$ cat config.mk
export PLATFORM = sky130hd
export DESIGN_NAME = alarm_tone_sweep_generator_top
export DESIGN_NICKNAME = d
export VERILOG_FILES = /design/src/sv/atsg_pkg.sv /design/src/sv/atsg_cfg.sv /design/src/sv/atsg_core.sv /design/src/sv/alarm_tone_sweep_generator_top.sv
export SDC_FILE = /design/constraint.sdc
export NUM_CORES = 1
export LEC_CHECK = 0
export BUFFER_PORTS_ARGS = -buffer_cell sky130_fd_sc_hd__buf_4
export CAP_MARGIN = 20
export CORE_ASPECT_RATIO = 0.75
export CORE_MARGIN = 2
export CORE_UTILIZATION = 25
export CTS_BUF_LIST = sky130_fd_sc_hd__clkbuf_4 sky130_fd_sc_hd__clkbuf_8 sky130_fd_sc_hd__clkbuf_16
export DETAILED_ROUTE_END_ITERATION = 12
export HOLD_SLACK_MARGIN = 0.08
export PLACE_DENSITY = 0.4
export SKIP_CTS_REPAIR_TIMING = 1
export SLEW_MARGIN = 5
export SYNTH_ARGS = -nofsm -noshare
export SYNTH_HDL_FRONTEND = slang
export SYNTH_SLANG_ARGS = --single-unit
export TNS_END_PERCENT = 1
$ cat constraint.sdc
create_clock -name aclk -period 4.38 [get_ports aclk]
set_input_delay 0.438 -clock aclk [delete_from_list [all_inputs] [get_ports aclk]]
set_output_delay 0.438 -clock aclk [all_outputs]
set_load 0.1 [all_outputs]
$ cat src/sv/atsg_pkg.sv
// Package for the alarm tone sweep generator: payload types, register map, reset values.
package atsg_pkg;

    // Alarm mode codes
    localparam logic [1:0] MODE_OFF   = 2'd0;
    localparam logic [1:0] MODE_SIREN = 2'd1;
    localparam logic [1:0] MODE_FIRE  = 2'd2;

    // Configuration register indexes
    localparam logic [2:0] REG_SIREN_LOW   = 3'd0;
    localparam logic [2:0] REG_SIREN_HIGH  = 3'd1;
    localparam logic [2:0] REG_SIREN_STEP  = 3'd2;
    localparam logic [2:0] REG_RISE_START  = 3'd3;
    localparam logic [2:0] REG_RISE_TOP    = 3'd4;
    localparam logic [2:0] REG_FALL_START  = 3'd5;
    localparam logic [2:0] REG_FALL_BOTTOM = 3'd6;

    localparam int FREQ_W  = 16;
    localparam int STEP_W  = 10;
    localparam int INDEX_W = 3;

    // Reset values
    localparam logic [FREQ_W-1:0] SIREN_LOW_RST   = 16'd600;
    localparam logic [FREQ_W-1:0] SIREN_HIGH_RST  = 16'd1400;
    localparam logic [STEP_W-1:0] SIREN_STEP_RST  = 10'd10;
    localparam logic [FREQ_W-1:0] RISE_START_RST  = 16'd650;
    localparam logic [FREQ_W-1:0] RISE_TOP_RST    = 16'd750;
    localparam logic [FREQ_W-1:0] FALL_START_RST  = 16'd550;
    localparam logic [FREQ_W-1:0] FALL_BOTTOM_RST = 16'd450;

    typedef struct packed {
        logic [1:0] mode;
        logic       tick;
    } atsg_in_t;

    typedef struct packed {
        logic [FREQ_W-1:0] tone_freq;
        logic              freq_updated;
    } atsg_out_t;

    typedef struct packed {
        logic [FREQ_W-1:0] siren_low_freq;
        logic [FREQ_W-1:0] siren_high_freq;
        logic [STEP_W-1:0] siren_step;
        logic [FREQ_W-1:0] fire_rise_start;
        logic [FREQ_W-1:0] fire_rise_top;
        logic [FREQ_W-1:0] fire_fall_start;
        logic [FREQ_W-1:0] fire_fall_bottom;
    } atsg_cfg_t;

endpackage

$ cat src/sv/atsg_cfg.sv
// Configuration register file for the alarm tone sweep generator.
module atsg_cfg (
    input  logic                          aclk,
    input  logic                          aresetn,
    input  logic                          wr_en,
    input  logic [atsg_pkg::INDEX_W-1:0]  wr_index,
    input  logic [atsg_pkg::FREQ_W-1:0]   wr_data,
    output atsg_pkg::atsg_cfg_t           cfg
);

    atsg_pkg::atsg_cfg_t cfg_reg;

    // Register writes; unknown index is dropped
    always_ff @(posedge aclk) begin
        if (!aresetn) begin
            cfg_reg.siren_low_freq   <= atsg_pkg::SIREN_LOW_RST;
            cfg_reg.siren_high_freq  <= atsg_pkg::SIREN_HIGH_RST;
            cfg_reg.siren_step       <= atsg_pkg::SIREN_STEP_RST;
            cfg_reg.fire_rise_start  <= atsg_pkg::RISE_START_RST;
            cfg_reg.fire_rise_top    <= atsg_pkg::RISE_TOP_RST;
            cfg_reg.fire_fall_start  <= atsg_pkg::FALL_START_RST;
            cfg_reg.fire_fall_bottom <= atsg_pkg::FALL_BOTTOM_RST;
        end else if (wr_en) begin
            case (wr_index)
                atsg_pkg::REG_SIREN_LOW:   cfg_reg.siren_low_freq   <= wr_data;
                atsg_pkg::REG_SIREN_HIGH:  cfg_reg.siren_high_freq  <= wr_data;
                atsg_pkg::REG_SIREN_STEP:
                    cfg_reg.siren_step <= wr_data[atsg_pkg::STEP_W-1:0];
                atsg_pkg::REG_RISE_START:  cfg_reg.fire_rise_start  <= wr_data;
                atsg_pkg::REG_RISE_TOP:    cfg_reg.fire_rise_top    <= wr_data;
                atsg_pkg::REG_FALL_START:  cfg_reg.fire_fall_start  <= wr_data;
                atsg_pkg::REG_FALL_BOTTOM: cfg_reg.fire_fall_bottom <= wr_data;
                default: ;
            endcase
        end
    end

    assign cfg = cfg_reg;

endmodule

$ cat src/sv/atsg_core.sv
// Sweep state and next-frequency logic for the alarm tone sweep generator.
module atsg_core (
    input  logic                 aclk,
    input  logic                 aresetn,
    input  logic                 advance,
    input  atsg_pkg::atsg_in_t   item,
    input  atsg_pkg::atsg_cfg_t  cfg,
    output atsg_pkg::atsg_out_t  result
);

    localparam int W = atsg_pkg::FREQ_W;

    logic [W-1:0] siren_freq_reg, siren_freq_next;
    logic         siren_rising_reg, siren_rising_next;
    logic [W-1:0] rise_freq_reg, rise_freq_next;
    logic [W-1:0] fall_freq_reg, fall_freq_next;
    logic         falling_phase_reg, falling_phase_next;
    logic [W-1:0] held_freq_reg, held_freq_next;

    logic [W:0]   siren_sum;
    logic [W-1:0] siren_up, siren_down, rise_inc, fall_dec;
    logic [W-1:0] step_ext;

    // Saturating arithmetic
    always_comb begin
        step_ext  = {{(W-atsg_pkg::STEP_W){1'b0}}, cfg.siren_step};
        siren_sum = {1'b0, siren_freq_reg} + {1'b0, step_ext};
        siren_up  = siren_sum[W] ? {W{1'b1}} : siren_sum[W-1:0];
        siren_down = (siren_freq_reg > step_ext) ? (siren_freq_reg - step_ext) : '0;
        rise_inc  = (rise_freq_reg == {W{1'b1}}) ? rise_freq_reg : (rise_freq_reg + 1'b1);
        fall_dec  = (fall_freq_reg == '0) ? fall_freq_reg : (fall_freq_reg - 1'b1);
    end

    // Next state and result for the current item
    always_comb begin
        siren_freq_next    = siren_freq_reg;
        siren_rising_next  = siren_rising_reg;
        rise_freq_next     = rise_freq_reg;
        fall_freq_next     = fall_freq_reg;
        falling_phase_next = falling_phase_reg;
        held_freq_next     = held_freq_reg;
        result.freq_updated = 1'b0;
        case (item.mode)
            atsg_pkg::MODE_SIREN: begin
                if (item.tick) begin
                    result.freq_updated = 1'b1;
                    if (siren_rising_reg) begin
                        siren_freq_next = siren_up;
                        if (siren_up >= cfg.siren_high_freq) siren_rising_next = 1'b0;
                    end else begin
                        siren_freq_next = siren_down;
                        if (siren_down <= cfg.siren_low_freq) siren_rising_next = 1'b1;
                    end
                    held_freq_next = siren_freq_next;
                end
            end
            atsg_pkg::MODE_FIRE: begin
                if (item.tick) begin
                    result.freq_updated = 1'b1;
                    if (!falling_phase_reg) begin
                        if (rise_inc >= cfg.fire_rise_top) begin
                            falling_phase_next = 1'b1;
                            rise_freq_next     = cfg.fire_rise_start;
                            held_freq_next     = fall_freq_reg;
                        end else begin
                            rise_freq_next = rise_inc;
                            held_freq_next = rise_inc;
                        end
                    end else begin
                        if (fall_dec <= cfg.fire_fall_bottom) begin
                            falling_phase_next = 1'b0;
                            fall_freq_next     = cfg.fire_fall_start;
                            held_freq_next     = rise_freq_reg;
                        end else begin
                            fall_freq_next = fall_dec;
                            held_freq_next = fall_dec;
                        end
                    end
                end
            end
            default: begin
                // off and unused code: silence every item
                held_freq_next      = '0;
                result.freq_updated = 1'b1;
            end
        endcase
        result.tone_freq = held_freq_next;
    end

    // State registers, updated once per transfer
    always_ff @(posedge aclk) begin
        if (!aresetn) begin
            siren_freq_reg    <= '0;
            siren_rising_reg  <= 1'b1;
            rise_freq_reg     <= atsg_pkg::RISE_START_RST;
            fall_freq_reg     <= atsg_pkg::FALL_START_RST;
            falling_phase_reg <= 1'b0;
            held_freq_reg     <= '0;
        end else if (advance) begin
            siren_freq_reg    <= siren_freq_next;
            siren_rising_reg  <= siren_rising_next;
            rise_freq_reg     <= rise_freq_next;
            fall_freq_reg     <= fall_freq_next;
            falling_phase_reg <= falling_phase_next;
            held_freq_reg     <= held_freq_next;
        end
    end

    // Off mode leaves held frequency at zero
    a_off_clears_held: assert property (@(posedge aclk) disable iff (!aresetn)
        advance && (item.mode == atsg_pkg::MODE_OFF) |=> held_freq_reg == '0)
        else $error("held frequency not cleared by off mode");

    // Without a tick the held frequency is repeated
    a_no_tick_holds: assert property (@(posedge aclk) disable iff (!aresetn)
        ((item.mode == atsg_pkg::MODE_SIREN) || (item.mode == atsg_pkg::MODE_FIRE))
        && !item.tick |-> (result.tone_freq == held_freq_reg) && !result.freq_updated)
        else $error("frequency changed without a tick");

    // Off mode leaves the sweep state untouched
    a_off_keeps_sweep: assert property (@(posedge aclk) disable iff (!aresetn)
        advance && (item.mode == atsg_pkg::MODE_OFF)
        |=> $stable(siren_freq_reg) && $stable(rise_freq_reg) && $stable(fall_freq_reg)
            && $stable(falling_phase_reg) && $stable(siren_rising_reg))
        else $error("sweep state moved in off mode");

endmodule

$ cat src/sv/alarm_tone_sweep_generator_top.sv
// Top level of the alarm tone sweep generator: input and result registers around the core.
// One item is accepted per cycle while the result register is not stalled; each result
// passes through the input register, then the result register, before it is presented.
// The sweep state updates as an item moves from the input register into the result
// register, so consecutive items chain without gaps.
// Configuration writes are taken every cycle and apply to items that reach the core after
// the write; write only while no items are in flight. Index 7 is ignored.
module alarm_tone_sweep_generator_top (
    input  logic                          aclk,
    input  logic                          aresetn,
    input  logic                          s_valid,
    output logic                          s_ready,
    input  atsg_pkg::atsg_in_t            s_data,
    output logic                          m_valid,
    input  logic                          m_ready,
    output atsg_pkg::atsg_out_t           m_data,
    input  logic                          cfg_valid,
    output logic                          cfg_ready,
    input  logic [atsg_pkg::INDEX_W-1:0]  cfg_index,
    input  logic [atsg_pkg::FREQ_W-1:0]   cfg_data
);

    atsg_pkg::atsg_cfg_t cfg;
    atsg_pkg::atsg_in_t  in_reg;
    atsg_pkg::atsg_out_t out_reg, core_result;
    logic in_valid_reg, out_valid_reg;
    logic out_free, advance;

    assign cfg_ready = 1'b1;

    atsg_cfg u_cfg (
        .aclk     (aclk),
        .aresetn  (aresetn),
        .wr_en    (cfg_valid),
        .wr_index (cfg_index),
        .wr_data  (cfg_data),
        .cfg      (cfg)
    );

    // Pipeline flow control
    assign out_free = !out_valid_reg || m_ready;
    assign advance  = in_valid_reg && out_free;
    assign s_ready  = !in_valid_reg || advance;

    atsg_core u_core (
        .aclk    (aclk),
        .aresetn (aresetn),
        .advance (advance),
        .item    (in_reg),
        .cfg     (cfg),
        .result  (core_result)
    );

    // Input register
    always_ff @(posedge aclk) begin
        if (!aresetn) begin
            in_valid_reg <= 1'b0;
        end else if (s_ready) begin
            in_valid_reg <= s_valid;
        end
    end

    always_ff @(posedge aclk) begin
        if (s_valid && s_ready) begin
            in_reg <= s_data;
        end
    end

    // Result register
    always_ff @(posedge aclk) begin
        if (!aresetn) begin
            out_valid_reg <= 1'b0;
        end else if (out_free) begin
            out_valid_reg <= in_valid_reg;
        end
    end

    always_ff @(posedge aclk) begin
        if (advance) begin
            out_reg <= core_result;
        end
    end

    assign m_valid = out_valid_reg;
    assign m_data  = out_reg;

    // A transfer in always fills the input register
    a_in_fills: assert property (@(posedge aclk) disable iff (!aresetn)
        s_valid && s_ready |=> in_valid_reg)
        else $error("accepted item lost at input register");

    // A waiting item is never overwritten while the result is stalled
    a_stall_holds: assert property (@(posedge aclk) disable iff (!aresetn)
        in_valid_reg && !out_free |=> in_valid_reg && $stable(in_reg))
        else $error("stalled item changed");

    // Core advances only into a free result register
    a_adv_free: assert property (@(posedge aclk) disable iff (!aresetn)
        advance |=> out_valid_reg)
        else $error("result missing after advance");

endmodule
==> metrics.md <==
| Metric | Value |
|---|---|
| Status | `finished clean` |
| WHS Endpoint | `in_reg[1]` |
| # rows | `70` |
| TritonRoute pass-1 iters | `6` |
| Max reg flops | `between 100 and 150` |
| CP cell instances | `nand4_1 > or4_4 > nand3_1 > xnor2_1 > ha_1 > nand4_1 > nor4_1 > a22oi_1 > and2_1 > buf_12 > buf_4 > and2_1 > a211oi_1 > nand4b_1 > nand2_1` |
| Max Cap Viol | `0` |
| Commonest non-fill, non-tap cell in the layout | `nand2_1` |
| Proportion of layout cells with a drive suffix above 1 | `between 10% and 20%` |
| Area share of fa/ha/maj cells after synthesis | `about a tenth` |
| CP Capture Type | `flip-flop` |
| VDD IR-drop max | `272 µV` |
| Fin. Hold Viols | `0` |
| Critical R2R Capture | `m_data[13]` |
| Die H | `around 200 µm` |
| Seq cells post-synth | `approximately 190` |
| ANT cells | `0` |
| Post-Place Cell Area | `around 14000 µm²` |
| DRT Wirelength | `50.3 mm` |
| Slew @ Worst Pin | `around 0.95 ns` |
| Placed cell count | `~2300` |
| Sequential element share of the synthesized area | `roughly 33%` |
| Hold Path Class | `in -> reg` |
| Multi-input logic area | `between 7000 and 8000 µm²` |
| Primary FF master, synth | `dfxtp_1` |
| Total die area | `50800 µm²` |
| Asr flop ratio synth | `0%` |
| Post-synthesis net count | `1718` |
| Antenna viol nets, final | `0` |
| Htree depth | `4` |
| Number of global-route vias before repair | `between 10000 and 15000` |
| Largest family of logic cells by synthesized area | `simple AND/OR/NAND/NOR gates` |
| Clock root buffer | `clkbuf_16` |
| Largest net degree at the start of global routing | `66` |
| Internal reg-to-reg setup slack | `between 0.1 and 0.15 ns` |
| Drt wl/cell | `~22 µm` |
| I/O pin cnt | `between 40 and 50` |
| Yosys cell types | `86` |
| Skew-Pair Late Insertion Delay | `0.48 ns` |
| Worst Skew | `slightly below 0.02 ns` |
| RR Startpoint | `u_core.rise_freq_reg[5]` |
| Post-synthesis mux area share | `between 3 and 4%` |
| Via count | `~12000` |
| CTS max path bufs | `2` |
| CTS Buf Count | `17` |
| Crit-path max FO | `15` |
| Gpl congestion | `roughly 0.9` |
| Synth Area in Compound Gates | `between 20% and 30%` |
| Clock slew at reported path FFs | `about 0.08 ns` |
| 1st-iter DRT viols | `1137` |
| CP max stage cell | `or4_4` |
| Final Cell Area | `14600 µm²` |
| Avg Vias per Cell | `slightly above 5` |
| First-pass GRT wire length | `~75 mm` |
| Register area | `around 4000 µm²` |
| Simple-gate share of the synthesized area | `between 20% and 30%` |
| P per Cell Area | `302 nW/µm²` |
| Area growth from synthesis to layout | `19.1%` |
| Sink Count | `between 150 and 200` |
| Cell Area, Synth | `roughly 12000 µm²` |
| Syn Area/Cell | `around 7.7 µm²` |
| Slew margin rel. | `36.6%` |
| Worst setup SP type | `flip-flop` |
| Hold depth | `1` |
| Syn Inst Count | `1600` |
| Total gr overflow | `0` |
| Post-synthesis xor/xnor area fraction | `under 10%` |
| Critical Setup Path Class | `reg -> reg` |
| Post-route clock period utilization | `a little over nine tenths` |
| Tmin final | `between 4 and 5 ns` |
| Worst Path Arrival | `between 4 and 5 ns` |
| Initial Utilization | `25.2%` |
| Critical Path RT | `around 4.6 ns` |
| Overall power | `approximately 4.4 mW` |
| Worst Min Path Start | `s_data[1]` |
| Die width | `between 200 and 300 µm` |
| R2r worst-path depth | `15` |
| DRC violation count after routing | `0` |
| Leading cell types in the layout, fill and taps excluded | `nand2_1 (275), dfxtp_1 (172), a21oi_1 (155), nor2_1 (150), buf_4 (145)` |
| Slew Limit Fails | `0` |
| Total Routing Usage GR | `between 10% and 20%` |
| Fmax | `0.234 GHz` |
| Number of fill cells in the layout | `5263` |
| Leak pwr | `5.95 nW` |
| Yosys Warn Count | `0` |
| CP max stage delay | `0.69 ns` |
| TritonCTS clock tree | `done` |
| Final setup viols | `0` |
| Fin cells | `2334` |
| Number of synthesized flops with an enable pin | `20` |
| Core area | `about 49000 µm²` |
| Initial antenna violation count | `1` |
| Number of I/O port buffers | `45` |
| Final net count | `around 1800` |
| RSZ-0062 raised after global routing | `true` |
| Hpwl dp | `about 38 mm` |
synthesized netlist by cell type (all sizes together), types with 16 or more instances:
| cell type | count | area share, % |
|---|---|---|
| o211ai | 37 | 2.3 |
| o21ai | 67 | 2.7 |
| nor2 | 151 | 4.7 |
| and2 | 16 | 0.82 |
| nand2 | 275 | 8.4 |
| nand3 | 46 | 1.9 |
| inv | 103 | 3.2 |
| nor2b | 16 | 0.82 |
| nand4 | 17 | 0.87 |
| ha | 89 | 9.1 |
| mux2i | 37 | 3.0 |
| xnor2 | 21 | 1.6 |
| a21oi | 155 | 6.3 |
| dfxtp | 174 | 28 |
| edfxtp | 20 | 4.9 |
| a211oi | 20 | 1.2 |
| a31oi | 16 | 0.82 |
| clkbuf | 79 | 2.4 |
| nor3 | 33 | 1.3 |
critical path, delay by kind of cell (launching register included):
kind	cells	cell delay, ns
AOI/OAI and AO/OA	2	0.57
xor gates and xnor gates	1	0.16
adders and majority gates	1	0.34
buffers and inverters	2	0.34
DFF	1	0.51
and+or+nand+nor	9	2.10
power by group:
| group | switching, mW | leakage [nW] | internal, mW |
|---|---|---|---|
| registers | 0.0312 | 1.60 | 1.84 |
| clock network | 0.835 | 0.321 | 0.977 |
| logic | 0.494 | 4.02 | 0.233 |
final cells by class:
| class | count | area share, % |
|---|---|---|
| multi-input combinational | 1208 | 51.5 |
| sequential | 194 | 28.0 |
| timing repair buffer | 148 | 7.81 |
| tap | 648 | 5.56 |
| clock buffer | 17 | 2.91 |
| inverter | 104 | 2.69 |
| clock inverter | 15 | 1.54 |
through the flow:
stage          hold slack (ns)  TNS, ns  setup slack [ns]  utilization (%)
3_5_place_dp             0.448   -0.178            -0.130             28.4
6_report                 0.149        0             0.115             30.0
5_1_grt                  0.123  -0.0263           -0.0207             30.0
3_3_place_gp             0.443   -0.283            -0.112             28.4
4_1_cts                  0.121   -0.276            -0.147             29.7
2_1_floorplan            0.432        0            0.0969                -
per-layer routing:
layer	part of all wire, %	track usage (%)	vias up
li1	-	-	5741
met1	56	33.5	5710
met2	37	25.2	365
met3	6.6	3.26	29
met4	1.1	3.94	0
met5	0	0	-
cells by family (layout without fill, tap and decap cells):
| logic type | Yosys count | in the layout |
|---|---|---|
| compound gates | 404 | 404 |
| xor+xnor | 32 | 32 |
| fa+ha+maj | 91 | 91 |
| buf+inv | 198 | 284 |
| flops | 194 | 194 |
| mux | 43 | 43 |
| other cells | 1 | 1 |
| simple gates | 637 | 637 |
worst max path at each step:
| stage | slack [ns] | from | endpoint |
|---|---|---|---|
| after floorplan | 0.1 | u_core.fall_freq_reg[10] | u_core.fall_freq_reg[2] |
| after global placement | -0.11 | u_core.fall_freq_reg[10] | m_data[16] |
| after detailed placement | -0.13 | u_core.fall_freq_reg[10] | m_data[16] |
| after CTS | -0.15 | u_core.fall_freq_reg[2] | m_data[16] |
| after global routing | -0.02 | u_core.rise_freq_reg[5] | m_data[13] |
| final | 0.12 | u_core.rise_freq_reg[5] | m_data[13] |
(Power assumes the default switching activity.)
